File: config.mk
export PLATFORM = sky130hd
export DESIGN_NAME = augmented_lagrangian_penalty_update_flat
export DESIGN_NICKNAME = d
export VERILOG_FILES = /design/src/alpu_pkg.sv /design/src/alpu_ifs.sv /design/src/alpu_ram.sv /design/src/alpu_serial_mul.sv /design/src/alpu_serial_div.sv /design/src/augmented_lagrangian_penalty_update.sv /design/src/flat_wrapper.sv
export SDC_FILE = /design/constraint.sdc
export NUM_CORES = 2
export LEC_CHECK = 0
export BUFFER_PORTS_ARGS = -buffer_cell sky130_fd_sc_hd__buf_2
export CAP_MARGIN = 20
export CORE_ASPECT_RATIO = 1.25
export CORE_MARGIN = 3
export CORE_UTILIZATION = 65
export DETAILED_ROUTE_END_ITERATION = 7
export HOLD_SLACK_MARGIN = 0.03
export PLACE_DENSITY = 0.81
export RECOVER_POWER = 25
export SLEW_MARGIN = 0
export SYNTH_ARGS = -nofsm -noshare
export SYNTH_HDL_FRONTEND = slang
export SYNTH_SLANG_ARGS = --single-unit
File: constraint.sdc
create_clock -name clk_i -period 19.8 [get_ports clk_i]
set_clock_uncertainty 0.05 [all_clocks]
set_input_delay 1.98 -clock clk_i [delete_from_list [all_inputs] [get_ports clk_i]]
set_output_delay 1.98 -clock clk_i [all_outputs]
set_load 0.05 [all_outputs]
File: src/alpu_pkg.sv
// ----------------------------------------------------------------------------
// alpu_pkg
// Shared types and constants for the penalty update block.
// ----------------------------------------------------------------------------
package alpu_pkg;

  localparam int MUL_AW = 34;
  localparam int MUL_BW = 32;
  localparam int MUL_PW = MUL_AW + MUL_BW;
  localparam int DIV_W  = 31;
  localparam int QUO_W  = 16;

  localparam logic [31:0] RHO_NOM_RST = 32'd65536;
  localparam logic [31:0] RHO_MIN_RST = 32'd6554;
  localparam logic [31:0] RHO_MAX_RST = 32'd655360;
  localparam logic [16:0] ALPHA_RST   = 17'd32768;
  localparam logic [16:0] ALPHA_ONE   = 17'h10000;
  localparam logic [30:0] V31_MAX     = 31'h7FFF_FFFF;

  localparam logic [2:0] REG_KIND  = 3'd0;
  localparam logic [2:0] REG_RMIN  = 3'd1;
  localparam logic [2:0] REG_RMAX  = 3'd2;
  localparam logic [2:0] REG_RNOM  = 3'd3;
  localparam logic [2:0] REG_ALPHA = 3'd4;
  localparam logic [2:0] REG_DEACT = 3'd5;
  localparam logic [2:0] REG_ASET  = 3'd6;

  typedef enum logic [3:0] {
    ST_IDLE, ST_READ, ST_MUL1, ST_UPD, ST_ACT, ST_DIV,
    ST_MUL2, ST_TGT, ST_MUL3, ST_MUL4, ST_FIN
  } state_e;

endpackage

File: src/alpu_ifs.sv
// ----------------------------------------------------------------------------
// alpu interfaces
// Input, result and configuration channels, valid/ready handshake.
// ----------------------------------------------------------------------------
interface alpu_in_if;
  logic              valid;
  logic              ready;
  logic [2:0]        component;
  logic signed [31:0] constraint_value;
  logic              factor_valid;
  logic              last_component;
  modport source(output valid, component, constraint_value, factor_valid,
                 last_component, input ready);
  modport sink(input valid, component, constraint_value, factor_valid,
               last_component, output ready);
endinterface

interface alpu_out_if;
  logic              valid;
  logic              ready;
  logic [2:0]        component_out;
  logic signed [31:0] multiplier_out;
  logic [31:0]       rho_out;
  logic [30:0]       violation_out;
  logic              active_out;
  logic [30:0]       max_violation_out;
  logic              updated_out;
  logic              last_out;
  modport source(output valid, component_out, multiplier_out, rho_out,
                 violation_out, active_out, max_violation_out, updated_out,
                 last_out, input ready);
  modport sink(input valid, component_out, multiplier_out, rho_out,
               violation_out, active_out, max_violation_out, updated_out,
               last_out, output ready);
endinterface

interface alpu_cfg_if;
  logic        valid;
  logic        ready;
  logic [2:0]  index;
  logic [31:0] data;
  modport source(output valid, index, data, input ready);
  modport sink(input valid, index, data, output ready);
endinterface

File: src/alpu_ram.sv
// ----------------------------------------------------------------------------
// alpu_ram
// Generic single-port RAM with registered read.
// ----------------------------------------------------------------------------
module alpu_ram #(
  parameter int WIDTH = 8,
  parameter int DEPTH = 8
) (
  input  logic                                   clk_i,
  input  logic                                   we_i,
  input  logic [((DEPTH > 1) ? $clog2(DEPTH) : 1)-1:0] addr_i,
  input  logic [WIDTH-1:0]                       wdata_i,
  output logic [WIDTH-1:0]                       rdata_o
);
  logic [WIDTH-1:0] mem_q [DEPTH];

  always_ff @(posedge clk_i) begin
    if (we_i) begin
      mem_q[addr_i] <= wdata_i;
    end
    rdata_o <= mem_q[addr_i];
  end
endmodule

File: src/alpu_serial_mul.sv
// ----------------------------------------------------------------------------
// alpu_serial_mul
// Bit-serial signed-by-unsigned multiplier, one multiplier bit per cycle.
// ----------------------------------------------------------------------------
module alpu_serial_mul (
  input  logic                           clk_i,
  input  logic                           rst_ni,
  input  logic                           start_i,
  input  logic [alpu_pkg::MUL_AW-1:0]    a_i,
  input  logic [alpu_pkg::MUL_BW-1:0]    b_i,
  output logic                           done_o,
  output logic [alpu_pkg::MUL_PW-1:0]    prod_o
);
  import alpu_pkg::*;

  localparam int CW = $clog2(MUL_BW + 1);

  logic [CW-1:0]     cnt_q;
  logic              done_q;
  logic [MUL_AW-1:0] a_q;
  logic [MUL_AW:0]   hi_q;
  logic [MUL_BW-1:0] lo_q;
  logic [MUL_AW:0]   sum;

  assign sum = hi_q + (lo_q[0] ? {a_q[MUL_AW-1], a_q} : '0);

  always_ff @(posedge clk_i or negedge rst_ni) begin
    if (!rst_ni) begin
      cnt_q  <= '0;
      done_q <= 1'b0;
    end else begin
      done_q <= (cnt_q == CW'(1));
      if (start_i && cnt_q == '0 && !done_q) begin
        cnt_q <= CW'(MUL_BW);
      end else if (cnt_q != '0) begin
        cnt_q <= cnt_q - 1'b1;
      end
    end
  end

  always_ff @(posedge clk_i) begin
    if (start_i && cnt_q == '0 && !done_q) begin
      a_q  <= a_i;
      hi_q <= '0;
      lo_q <= b_i;
    end else if (cnt_q != '0) begin
      hi_q <= {sum[MUL_AW], sum[MUL_AW:1]};
      lo_q <= {sum[0], lo_q[MUL_BW-1:1]};
    end
  end

  assign done_o = done_q;
  assign prod_o = {hi_q[MUL_AW-1:0], lo_q};
endmodule

File: src/alpu_serial_div.sv
// ----------------------------------------------------------------------------
// alpu_serial_div
// Restoring divider for a fraction num/den < 1, one quotient bit per cycle.
// ----------------------------------------------------------------------------
module alpu_serial_div (
  input  logic                        clk_i,
  input  logic                        rst_ni,
  input  logic                        start_i,
  input  logic [alpu_pkg::DIV_W-1:0]  num_i,
  input  logic [alpu_pkg::DIV_W-1:0]  den_i,
  output logic                        done_o,
  output logic [alpu_pkg::QUO_W-1:0]  quo_o
);
  import alpu_pkg::*;

  localparam int CW = $clog2(QUO_W + 1);

  logic [CW-1:0]    cnt_q;
  logic             done_q;
  logic [DIV_W-1:0] den_q;
  logic [DIV_W:0]   rem_q;
  logic [QUO_W-1:0] quo_q;
  logic [DIV_W:0]   rem2;
  logic             ge;

  assign rem2 = {rem_q[DIV_W-1:0], 1'b0};
  assign ge   = rem2 >= {1'b0, den_q};

  always_ff @(posedge clk_i or negedge rst_ni) begin
    if (!rst_ni) begin
      cnt_q  <= '0;
      done_q <= 1'b0;
    end else begin
      done_q <= (cnt_q == CW'(1));
      if (start_i && cnt_q == '0 && !done_q) begin
        cnt_q <= CW'(QUO_W);
      end else if (cnt_q != '0) begin
        cnt_q <= cnt_q - 1'b1;
      end
    end
  end

  always_ff @(posedge clk_i) begin
    if (start_i && cnt_q == '0 && !done_q) begin
      den_q <= den_i;
      rem_q <= {1'b0, num_i};
      quo_q <= '0;
    end else if (cnt_q != '0) begin
      rem_q <= ge ? (rem2 - {1'b0, den_q}) : rem2;
      quo_q <= {quo_q[QUO_W-2:0], ge};
    end
  end

  assign done_o = done_q;
  assign quo_o  = quo_q;
endmodule

File: src/augmented_lagrangian_penalty_update.sv
// ----------------------------------------------------------------------------
// augmented_lagrangian_penalty_update
// Per-component Lagrange multiplier and penalty update.
// ----------------------------------------------------------------------------
// Usage: items enter on in_i (component, constraint value, factor valid,
// last flag); one result word per item leaves on out_o. cfg_i writes the
// seven registers by index; write only while the block is idle.
// Items are handled one at a time. From acceptance to the result register a
// word goes through a read, one serial multiply pass and bookkeeping when no
// penalty update is due; when the penalty is updated, it takes four passes
// of the bit-serial multiplier and, when the violation changed, a pass of
// the serial divider. The block returns to idle after each word before the
// next is accepted. The multiplier is the rate-setting unit.
// Per-component state lives in a RAM; an entry never written reads as its
// reset value through a valid bit, so no clearing pass is needed.
// Reset clears control state and valid bits and loads register defaults.
// The result sits in an output register; a stalled receiver holds it there,
// and the next item is accepted but waits for that register before finishing.
// ----------------------------------------------------------------------------
module augmented_lagrangian_penalty_update #(
  parameter int CONSTRAINT_DIM = 8
) (
  input  logic           clk_i,
  input  logic           rst_ni,
  alpu_in_if.sink        in_i,
  alpu_out_if.source     out_o,
  alpu_cfg_if.sink       cfg_i
);
  import alpu_pkg::*;

  localparam int AW = (CONSTRAINT_DIM > 1) ? $clog2(CONSTRAINT_DIM) : 1;
  localparam int RW = 32 + 32 + 31;

  state_e state_q, state_d;

  logic        kind_q, deact_q, aset_q;
  logic [31:0] rmin_q, rmax_q, rnom_q;
  logic [16:0] alpha_q;

  logic [AW-1:0]             addr_q;
  logic [2:0]                comp_q;
  logic signed [31:0]        c_q;
  logic                      valid_q, last_q, inr_q;
  logic signed [31:0]        m_q;
  logic [31:0]               rho_q;
  logic [30:0]               prev_q, v_q, dnum_q, dden_q;
  logic                      act_q, dsel_q;
  logic [QUO_W:0]            x_q;
  logic [31:0]               tgt_q;
  logic [49:0]               acc_q;
  logic                      started_q;
  logic [30:0]               rmax_run_q;
  logic [CONSTRAINT_DIM-1:0] ent_vld_q, active_q;

  logic              ov_q;
  logic [2:0]        o_comp_q;
  logic [31:0]       o_m_q, o_rho_q;
  logic [30:0]       o_v_q, o_max_q;
  logic              o_act_q, o_upd_q, o_last_q;

  logic              in_acc, upd, need_div, fin_go, ram_we;
  logic              mul_start, mul_done, div_start, div_done;
  logic [MUL_AW-1:0] mul_a;
  logic [MUL_BW-1:0] mul_b;
  logic [MUL_PW-1:0] prod;
  logic [QUO_W-1:0]  quo;
  logic [AW-1:0]     ram_addr;
  logic [RW-1:0]     ram_rdata, ram_wdata;
  logic [16:0]       a_eff;
  logic signed [MUL_PW-1:0] p_s, t_s, msum, act_sum, num;
  logic signed [31:0] m_new;
  logic [30:0]       v_c, prev_fin, maxv;
  logic              inr_c;

  assign in_acc = in_i.valid && in_i.ready;
  assign upd    = inr_q && valid_q && started_q;
  assign a_eff  = (alpha_q > ALPHA_ONE) ? ALPHA_ONE : alpha_q;
  assign p_s    = signed'(prod);
  assign inr_c  = 32'(in_i.component) < CONSTRAINT_DIM;

  // config
  assign cfg_i.ready = 1'b1;
  always_ff @(posedge clk_i or negedge rst_ni) begin
    if (!rst_ni) begin
      kind_q  <= 1'b0;
      rmin_q  <= RHO_MIN_RST;
      rmax_q  <= RHO_MAX_RST;
      rnom_q  <= RHO_NOM_RST;
      alpha_q <= ALPHA_RST;
      deact_q <= 1'b0;
      aset_q  <= 1'b0;
    end else if (cfg_i.valid) begin
      case (cfg_i.index)
        REG_KIND:  kind_q  <= cfg_i.data[0];
        REG_RMIN:  rmin_q  <= cfg_i.data;
        REG_RMAX:  rmax_q  <= cfg_i.data;
        REG_RNOM:  rnom_q  <= cfg_i.data;
        REG_ALPHA: alpha_q <= cfg_i.data[16:0];
        REG_DEACT: deact_q <= cfg_i.data[0];
        REG_ASET:  aset_q  <= cfg_i.data[0];
        default: ;
      endcase
    end
  end

  // violation of the held value
  always_comb begin
    if (kind_q) begin
      v_c = (c_q > 0) ? c_q[30:0] : '0;
    end else if (c_q < 0) begin
      v_c = (c_q == 32'sh8000_0000) ? V31_MAX : 31'(-c_q);
    end else begin
      v_c = c_q[30:0];
    end
  end

  // multiplier update: m + floor(rho*c / 2^16), saturate, clamp
  always_comb begin
    t_s  = p_s >>> 16;
    msum = MUL_PW'(m_q) + t_s;
    if (msum > MUL_PW'(32'sh7FFF_FFFF)) begin
      m_new = 32'sh7FFF_FFFF;
    end else if (msum < MUL_PW'(32'sh8000_0000)) begin
      m_new = 32'sh8000_0000;
    end else begin
      m_new = msum[31:0];
    end
    if (kind_q && m_new < 0) begin
      m_new = '0;
    end
  end

  assign act_sum  = p_s + (MUL_PW'(m_q) <<< 16);
  assign need_div = (prev_q != '0 && v_q < prev_q) || (v_q != '0 && v_q > prev_q);
  assign num      = (MUL_PW'(signed'({1'b0, rnom_q})) <<< 16) + p_s;

  // serial units; the multiplier is shared by the four multiply states
  always_comb begin
    mul_a = '0;
    mul_b = '0;
    case (state_q)
      ST_MUL1: begin
        mul_a = MUL_AW'(c_q);
        mul_b = rho_q;
      end
      ST_MUL2: begin
        mul_a = dsel_q ? ({2'b0, rmax_q} - {2'b0, rnom_q})
                       : ({2'b0, rmin_q} - {2'b0, rnom_q});
        mul_b = MUL_BW'(x_q);
      end
      ST_MUL3: begin
        mul_a = {2'b0, tgt_q};
        mul_b = MUL_BW'(a_eff);
      end
      ST_MUL4: begin
        mul_a = {2'b0, rho_q};
        mul_b = MUL_BW'(ALPHA_ONE - a_eff);
      end
      default: ;
    endcase
  end

  alpu_serial_mul u_mul (
    .clk_i, .rst_ni,
    .start_i(mul_start), .a_i(mul_a), .b_i(mul_b),
    .done_o(mul_done), .prod_o(prod)
  );

  alpu_serial_div u_div (
    .clk_i, .rst_ni,
    .start_i(div_start), .num_i(dnum_q), .den_i(dden_q),
    .done_o(div_done), .quo_o(quo)
  );

  // per-component store
  assign ram_addr  = (state_q == ST_IDLE) ? AW'(in_i.component) : addr_q;
  assign prev_fin  = valid_q ? v_q : prev_q;
  assign ram_wdata = {m_q, rho_q, prev_fin};

  alpu_ram #(.WIDTH(RW), .DEPTH(CONSTRAINT_DIM)) u_ram (
    .clk_i, .we_i(ram_we), .addr_i(ram_addr),
    .wdata_i(ram_wdata), .rdata_o(ram_rdata)
  );

  // sequencer
  always_comb begin
    state_d = state_q;
    case (state_q)
      ST_IDLE: if (in_acc) state_d = ST_READ;
      ST_READ: state_d = ST_MUL1;
      ST_MUL1: if (mul_done) state_d = ST_UPD;
      ST_UPD:  state_d = ST_ACT;
      ST_ACT: begin
        if (!upd) state_d = ST_FIN;
        else if (need_div) state_d = ST_DIV;
        else state_d = ST_MUL2;
      end
      ST_DIV:  if (div_done) state_d = ST_MUL2;
      ST_MUL2: if (mul_done) state_d = ST_TGT;
      ST_TGT:  state_d = ST_MUL3;
      ST_MUL3: if (mul_done) state_d = ST_MUL4;
      ST_MUL4: if (mul_done) state_d = ST_FIN;
      ST_FIN:  if (!ov_q || out_o.ready) state_d = ST_IDLE;
      default: state_d = ST_IDLE;
    endcase
  end

  always_comb begin
    in_i.ready = 1'b0;
    mul_start  = 1'b0;
    div_start  = 1'b0;
    fin_go     = 1'b0;
    case (state_q)
      ST_IDLE: in_i.ready = 1'b1;
      ST_MUL1, ST_MUL2, ST_MUL3, ST_MUL4: mul_start = 1'b1;
      ST_DIV:  div_start = 1'b1;
      ST_FIN:  fin_go = !ov_q || out_o.ready;
      default: ;
    endcase
  end

  assign ram_we = fin_go && inr_q;
  assign maxv   = (inr_q && valid_q && v_q > rmax_run_q) ? v_q : rmax_run_q;

  always_ff @(posedge clk_i or negedge rst_ni) begin
    if (!rst_ni) begin
      state_q    <= ST_IDLE;
      started_q  <= 1'b0;
      rmax_run_q <= '0;
      ent_vld_q  <= '0;
      active_q   <= '0;
      ov_q       <= 1'b0;
    end else begin
      state_q <= state_d;
      if (fin_go) begin
        ov_q       <= 1'b1;
        rmax_run_q <= last_q ? '0 : maxv;
        if (last_q && valid_q) begin
          started_q <= 1'b1;
        end
        if (inr_q) begin
          ent_vld_q[addr_q] <= 1'b1;
          active_q[addr_q]  <= act_q;
        end
      end else if (out_o.ready) begin
        ov_q <= 1'b0;
      end
    end
  end

  // datapath
  always_ff @(posedge clk_i) begin
    case (state_q)
      ST_IDLE: begin
        if (in_acc) begin
          addr_q  <= AW'(in_i.component);
          comp_q  <= in_i.component;
          c_q     <= in_i.constraint_value;
          valid_q <= in_i.factor_valid;
          last_q  <= in_i.last_component;
          inr_q   <= inr_c;
        end
      end
      ST_READ: begin
        if (inr_q && ent_vld_q[addr_q]) begin
          m_q    <= ram_rdata[RW-1:63];
          rho_q  <= ram_rdata[62:31];
          prev_q <= ram_rdata[30:0];
        end else begin
          m_q    <= '0;
          rho_q  <= RHO_NOM_RST;
          prev_q <= '0;
        end
        act_q <= inr_q ? active_q[addr_q] : 1'b0;
      end
      ST_UPD: begin
        if (started_q) begin
          m_q <= m_new;
        end
        v_q <= v_c;
      end
      ST_ACT: begin
        if (valid_q && kind_q) begin
          if (act_sum > 0) begin
            act_q <= 1'b1;
          end else if (deact_q && aset_q) begin
            act_q <= 1'b0;
          end
        end
        if (prev_q != '0 && v_q < prev_q) begin
          dsel_q <= 1'b1;
          dnum_q <= prev_q - v_q;
          dden_q <= prev_q;
        end else begin
          dsel_q <= 1'b0;
          dnum_q <= v_q - prev_q;
          dden_q <= v_q;
        end
        x_q <= '0;
      end
      // equal operands give a full-scale ratio of one
      ST_DIV:  if (div_done) x_q <= (dnum_q == dden_q) ? {1'b1, QUO_W'(0)} : {1'b0, quo};
      ST_TGT:  tgt_q <= (num < 0) ? '0 : num[47:16];
      ST_MUL3: if (mul_done) acc_q <= prod[49:0];
      ST_MUL4: if (mul_done) rho_q <= 32'((acc_q + prod[49:0]) >> 16);
      ST_FIN: begin
        if (fin_go) begin
          o_comp_q <= comp_q;
          o_m_q    <= inr_q ? m_q : '0;
          o_rho_q  <= inr_q ? rho_q : '0;
          o_v_q    <= (inr_q && valid_q) ? v_q : '0;
          o_act_q  <= inr_q && act_q;
          o_max_q  <= maxv;
          o_upd_q  <= upd;
          o_last_q <= last_q;
        end
      end
      default: ;
    endcase
  end

  assign out_o.valid             = ov_q;
  assign out_o.component_out     = o_comp_q;
  assign out_o.multiplier_out    = o_m_q;
  assign out_o.rho_out           = o_rho_q;
  assign out_o.violation_out     = o_v_q;
  assign out_o.active_out        = o_act_q;
  assign out_o.max_violation_out = o_max_q;
  assign out_o.updated_out       = o_upd_q;
  assign out_o.last_out          = o_last_q;
endmodule
File: src/flat_wrapper.sv
// flat-port wrapper written by rule: the top's interface ports become plain ports
module augmented_lagrangian_penalty_update_flat import alpu_pkg::*;
#(
  parameter int CONSTRAINT_DIM = 8
)
  (clk_i, rst_ni, in_i_valid, in_i_component, in_i_constraint_value, in_i_factor_valid, in_i_last_component, in_i_ready, out_o_valid, out_o_component_out, out_o_multiplier_out, out_o_rho_out, out_o_violation_out, out_o_active_out, out_o_max_violation_out, out_o_updated_out, out_o_last_out, out_o_ready, cfg_i_valid, cfg_i_index, cfg_i_data, cfg_i_ready);
  alpu_in_if in_i_i ();
  alpu_out_if out_o_i ();
  alpu_cfg_if cfg_i_i ();
  input  logic clk_i;
  input  logic rst_ni;
  input wire logic [$bits(in_i_i.valid)-1:0] in_i_valid;
  input wire logic [$bits(in_i_i.component)-1:0] in_i_component;
  input wire logic [$bits(in_i_i.constraint_value)-1:0] in_i_constraint_value;
  input wire logic [$bits(in_i_i.factor_valid)-1:0] in_i_factor_valid;
  input wire logic [$bits(in_i_i.last_component)-1:0] in_i_last_component;
  output wire logic [$bits(in_i_i.ready)-1:0] in_i_ready;
  output wire logic [$bits(out_o_i.valid)-1:0] out_o_valid;
  output wire logic [$bits(out_o_i.component_out)-1:0] out_o_component_out;
  output wire logic [$bits(out_o_i.multiplier_out)-1:0] out_o_multiplier_out;
  output wire logic [$bits(out_o_i.rho_out)-1:0] out_o_rho_out;
  output wire logic [$bits(out_o_i.violation_out)-1:0] out_o_violation_out;
  output wire logic [$bits(out_o_i.active_out)-1:0] out_o_active_out;
  output wire logic [$bits(out_o_i.max_violation_out)-1:0] out_o_max_violation_out;
  output wire logic [$bits(out_o_i.updated_out)-1:0] out_o_updated_out;
  output wire logic [$bits(out_o_i.last_out)-1:0] out_o_last_out;
  input wire logic [$bits(out_o_i.ready)-1:0] out_o_ready;
  input wire logic [$bits(cfg_i_i.valid)-1:0] cfg_i_valid;
  input wire logic [$bits(cfg_i_i.index)-1:0] cfg_i_index;
  input wire logic [$bits(cfg_i_i.data)-1:0] cfg_i_data;
  output wire logic [$bits(cfg_i_i.ready)-1:0] cfg_i_ready;
  assign in_i_i.valid = in_i_valid;
  assign in_i_i.component = in_i_component;
  assign in_i_i.constraint_value = in_i_constraint_value;
  assign in_i_i.factor_valid = in_i_factor_valid;
  assign in_i_i.last_component = in_i_last_component;
  assign in_i_ready = in_i_i.ready;
  assign out_o_valid = out_o_i.valid;
  assign out_o_component_out = out_o_i.component_out;
  assign out_o_multiplier_out = out_o_i.multiplier_out;
  assign out_o_rho_out = out_o_i.rho_out;
  assign out_o_violation_out = out_o_i.violation_out;
  assign out_o_active_out = out_o_i.active_out;
  assign out_o_max_violation_out = out_o_i.max_violation_out;
  assign out_o_updated_out = out_o_i.updated_out;
  assign out_o_last_out = out_o_i.last_out;
  assign out_o_i.ready = out_o_ready;
  assign cfg_i_i.valid = cfg_i_valid;
  assign cfg_i_i.index = cfg_i_index;
  assign cfg_i_i.data = cfg_i_data;
  assign cfg_i_ready = cfg_i_i.ready;
  augmented_lagrangian_penalty_update #(.CONSTRAINT_DIM(CONSTRAINT_DIM)) u_core (.clk_i(clk_i), .rst_ni(rst_ni), .in_i(in_i_i), .out_o(out_o_i), .cfg_i(cfg_i_i));
endmodule
==> metrics.txt <==
routed wire length approximately 230 mm; maximum VDD drop 104.7 uV; largest net degree at the start of global routing 160; Final ANT Viol Nets 0; first-pass GRT wire length approximately 340 mm; row count about 140; Seq pwr share 37.9%; ys flop type edfxtp_1; DP Wirelength around 160 mm; initial antenna violation count 12; unrepaired setup endpoints after global routing no; Starting Density between 60% and 70%; Setup crit end u_core.rmax_q[29]; Comb pwr share around two fifths; Reg2Reg Setup Slack 13.71 ns; clock tree buffer depth 3; WHS around 0.42 ns; Placer Congestion 1.082; critical path's largest stage delay between 3 and 4 ns; Worst R2R Path Depth 12; clock group share of total power 21.5%; Die Wd ~320 um; CTS clk-pin slew, worst paths about 0.06 ns; Final Max Tran Viols 161; critical path required time about 20 ns; Clock Sinks 1670; crit path launch rst_ni; routed via count 57730; sw frac about two fifths; vias in the first global route ~56000; post-route DRC violation count 2; slowest CP cell clkbuf_1; worst min path class register to register; final setup TNS 0 ns; CP bufs+invs 3; EDFF count, synth about 1300; Setup Viol. Count Final 0; Setup crit end kind async pin; hold depth 0; CP arrival ~7.2 ns; leak pwr 0.03390 uW; share of layout cells above drive strength 1 approximately 11%; Sw Pwr 6057 uW; P_int 8756 uW; Rel. slew slack -213.5%; CTS buffer count ~160; Die Span Y approximately 400 um; total grt overflow 0; CTS resizes 0; status finished, violations left; WL met2 108.2 mm; crit-path cells clkbuf_1, buf_4, buf_4; Clk Latency, worst-skew pair roughly 0.81 ns; fin crit period approximately 6.4 ns; NumNets Final 7458; Setup Buffers After CTS 0; Cell Area, Synth around 80000 um2; top layer reached by signal wires met5; CP delay by family, top buffers and inverters; synthesized instance count between 6000 and 7000; Worst Tran Pin Value approximately 4.7 ns; Area Growth Syn to Fin 10.14%; met1 wire length 79.77 mm; top cells by area, synth edfxtp_1 (51%), nand2_1 (5.4%), dfrtp_1 (5.4%); CTS tree done; max frequency approximately 0.16 GHz; first-pass detailed-route iteration total 8; synthesized flop and latch total between 1500 and 2000; post-route clock period utilization 32.54%; drt via density between 6 and 7; failing checks design-rule violations, max-capacitance violations, max-slew violations; Warnings, synthesis 0; fillers 7962; initial drt markers between 7000 and 8000; register area share after synthesis roughly 60%; total nets after synthesis 7326; area share of the largest cell type after synthesis roughly 51%; post-cts hold buffer count 0; H-tree levels 4; Core ar. between 100000 and 150000 um2; Crit Path Max Fanout 75; synth unique cells between 100 and 150; most used cell, CP buf_4; routed length per instance about 26 um; async set or reset register ratio after synthesis about 11%; Avg Cell Area, Syn roughly 12 um2; cell taking the most area after synthesis edfxtp_1; max cap viols 3; Stages on worst setup path 3; Layout Cells excl Fill between 8000 and 9000; CP startpoint kind input pin; Setup CP Type input pin to async pin; placed instance count 8468; IO Pins around 210; clock root buffer clkbuf_16; Port Buffer Count between 200 and 250; Hold Vio Cnt, Final 0; dpl ws ~14 ns; final worst setup slack ~13 ns; Met3 Wirelength around 25 mm; PD cells 168.9 nW/um2; All-Layer GR Usage between 30% and 40%; Critical R2R Launch u_core.u_mul.lo_q[16]; full die area between 100000 and 150000 um2; RR Endpoint u_core.act_q
[stage by stage]
step	cell area [um2]	util (%)	power, uW
floorplan	79620	-	9542
global placement	82140	67.99	11270
detailed placement	82160	68.01	11440
CTS	87610	72.51	14640
global route	87680	72.57	15490
finish	87690	72.58	14810
[cell usage after synthesis, types with 28 or more instances]
| cell type | number |
|---|---|
| a211oi_1 | 36 |
| a21o_1 | 137 |
| a21oi_1 | 264 |
| a222oi_1 | 39 |
| a22o_1 | 59 |
| a22oi_1 | 35 |
| a31oi_1 | 39 |
| and2_1 | 95 |
| and3_1 | 28 |
| clkbuf_1 | 274 |
| dfrtp_1 | 171 |
| dfxtp_1 | 145 |
| edfxtp_1 | 1343 |
| ha_1 | 323 |
| inv_1 | 282 |
| mux2_2 | 159 |
| mux2i_1 | 72 |
| nand2_1 | 1153 |
| nand2b_1 | 44 |
| nand3_1 | 538 |
| nand4_1 | 53 |
| nor2_1 | 256 |
| nor2b_1 | 76 |
| nor3_1 | 70 |
| nor4_1 | 50 |
| o21a_1 | 61 |
| o21ai_0 | 368 |
| o21bai_1 | 62 |
| xnor2_1 | 117 |
| xor2_1 | 120 |
[routing by layer]
metal	track usage [%]	up-vias
met2	58.40	3370
met4	24.69	2
met1	43.87	27980
li1	-	25610
met3	7.281	766
met5	0	-
[cell families after synthesis]
family | after synthesis | share of synthesized area, %
other cells | 1 | 0.004710
xor+xnor | 238 | 2.627
fa+ha+maj | 330 | 5.252
flops | 1670 | 60.03
mux | 233 | 3.210
compound gates | 1361 | 11.58
simple gates | 2473 | 14.22
buf+inv | 613 | 3.075
[placed cells by master (no fill, tap or decap), drive strengths merged, types with 24 or more instances in the layout]
cell	count
xor2	120
inv	291
o21ai	380
mux2	159
a31oi	41
o21bai	62
dfxtp	145
a311oi	26
nand2b	44
o21a	61
nor2	258
nand4	53
a21oi	268
or3	24
clkbuf	250
and2	100
o311ai	32
a22oi	35
mux2i	72
nand3	538
edfxtp	1343
buf	279
a222oi	39
a211oi	40
a21o	141
and3	29
nor2b	76
o31ai	29
nor3	73
dfrtp	171
a22o	60
nand2	1153
nor4	53
clkinv	42
xnor2	118
ha	323
[worst register-to-register path: stages, from the launching register on]
cell      delay, ns
edfxtp_1       0.60
ha_1           0.35
fa_1           0.44
xnor2_1        0.87
nand4_1        0.21
nor4_2         0.86
nand3_1        0.18
or4_1          0.46
nor4_1         0.50
nand4b_1       0.24
or4_1          0.53
nor4_1         0.37
o21ai_1        0.15
[worst min-delay path by stage]
stage / from / slack (ns) / endpoint
global route: u_core.dden_q[5] / 0.43 / u_core.u_div.den_q[5]
floorplan: u_core.addr_q[1] / 0.37 / u_core.out_o.component_out[1]
finish: u_core.dden_q[5] / 0.42 / u_core.u_div.den_q[5]
detailed placement: u_core.u_div.quo_o[15] / 0.41 / u_core.u_div.quo_o[15]
global placement: u_core.ent_vld_q[7] / 0.40 / u_core.ent_vld_q[7]
CTS: u_core.dden_q[5] / 0.42 / u_core.u_div.den_q[5]
[power by group through the flow]
stage | sequential (uW) | clock, uW | combinational, uW
after CTS | 5560 | 3190 | 5890
after detailed placement | 5620 | 0 | 5820
after global routing | 5620 | 3320 | 6550
after global placement | 5600 | 0 | 5670
after floorplan | 5240 | 0 | 4300
final | 5610 | 3180 | 6020
[state kept, by name (all words and copies together), names as in the netlist, 33 cells and up]
| name | count |
|---|---|
| u_core.u_ram.mem_q | 760 |
| u_core.acc_q | 48 |
| u_core.u_mul.hi_q | 34 |
| u_core.u_ram.rdata_o | 95 |
| u_core.u_mul.a_q | 33 |
[layout make-up]
cell class / count / area [um2] / share of cell area, %
Clock inverter: 69 / 835.8 / 0.9531
Inverter: 283 / 1077 / 1.228
Multi-Input combinational cell: 4636 / 29600 / 33.76
Tap cell: 1584 / 1982 / 2.260
Clock buffer: 227 / 4612 / 5.259
Antenna cell: 8 / 20.02 / 0.02283
Sequential cell: 1670 / 47800 / 54.51
Timing Repair Buffer: 302 / 1765 / 2.013
No activity file was read; power rests on OpenSTA's default activity.
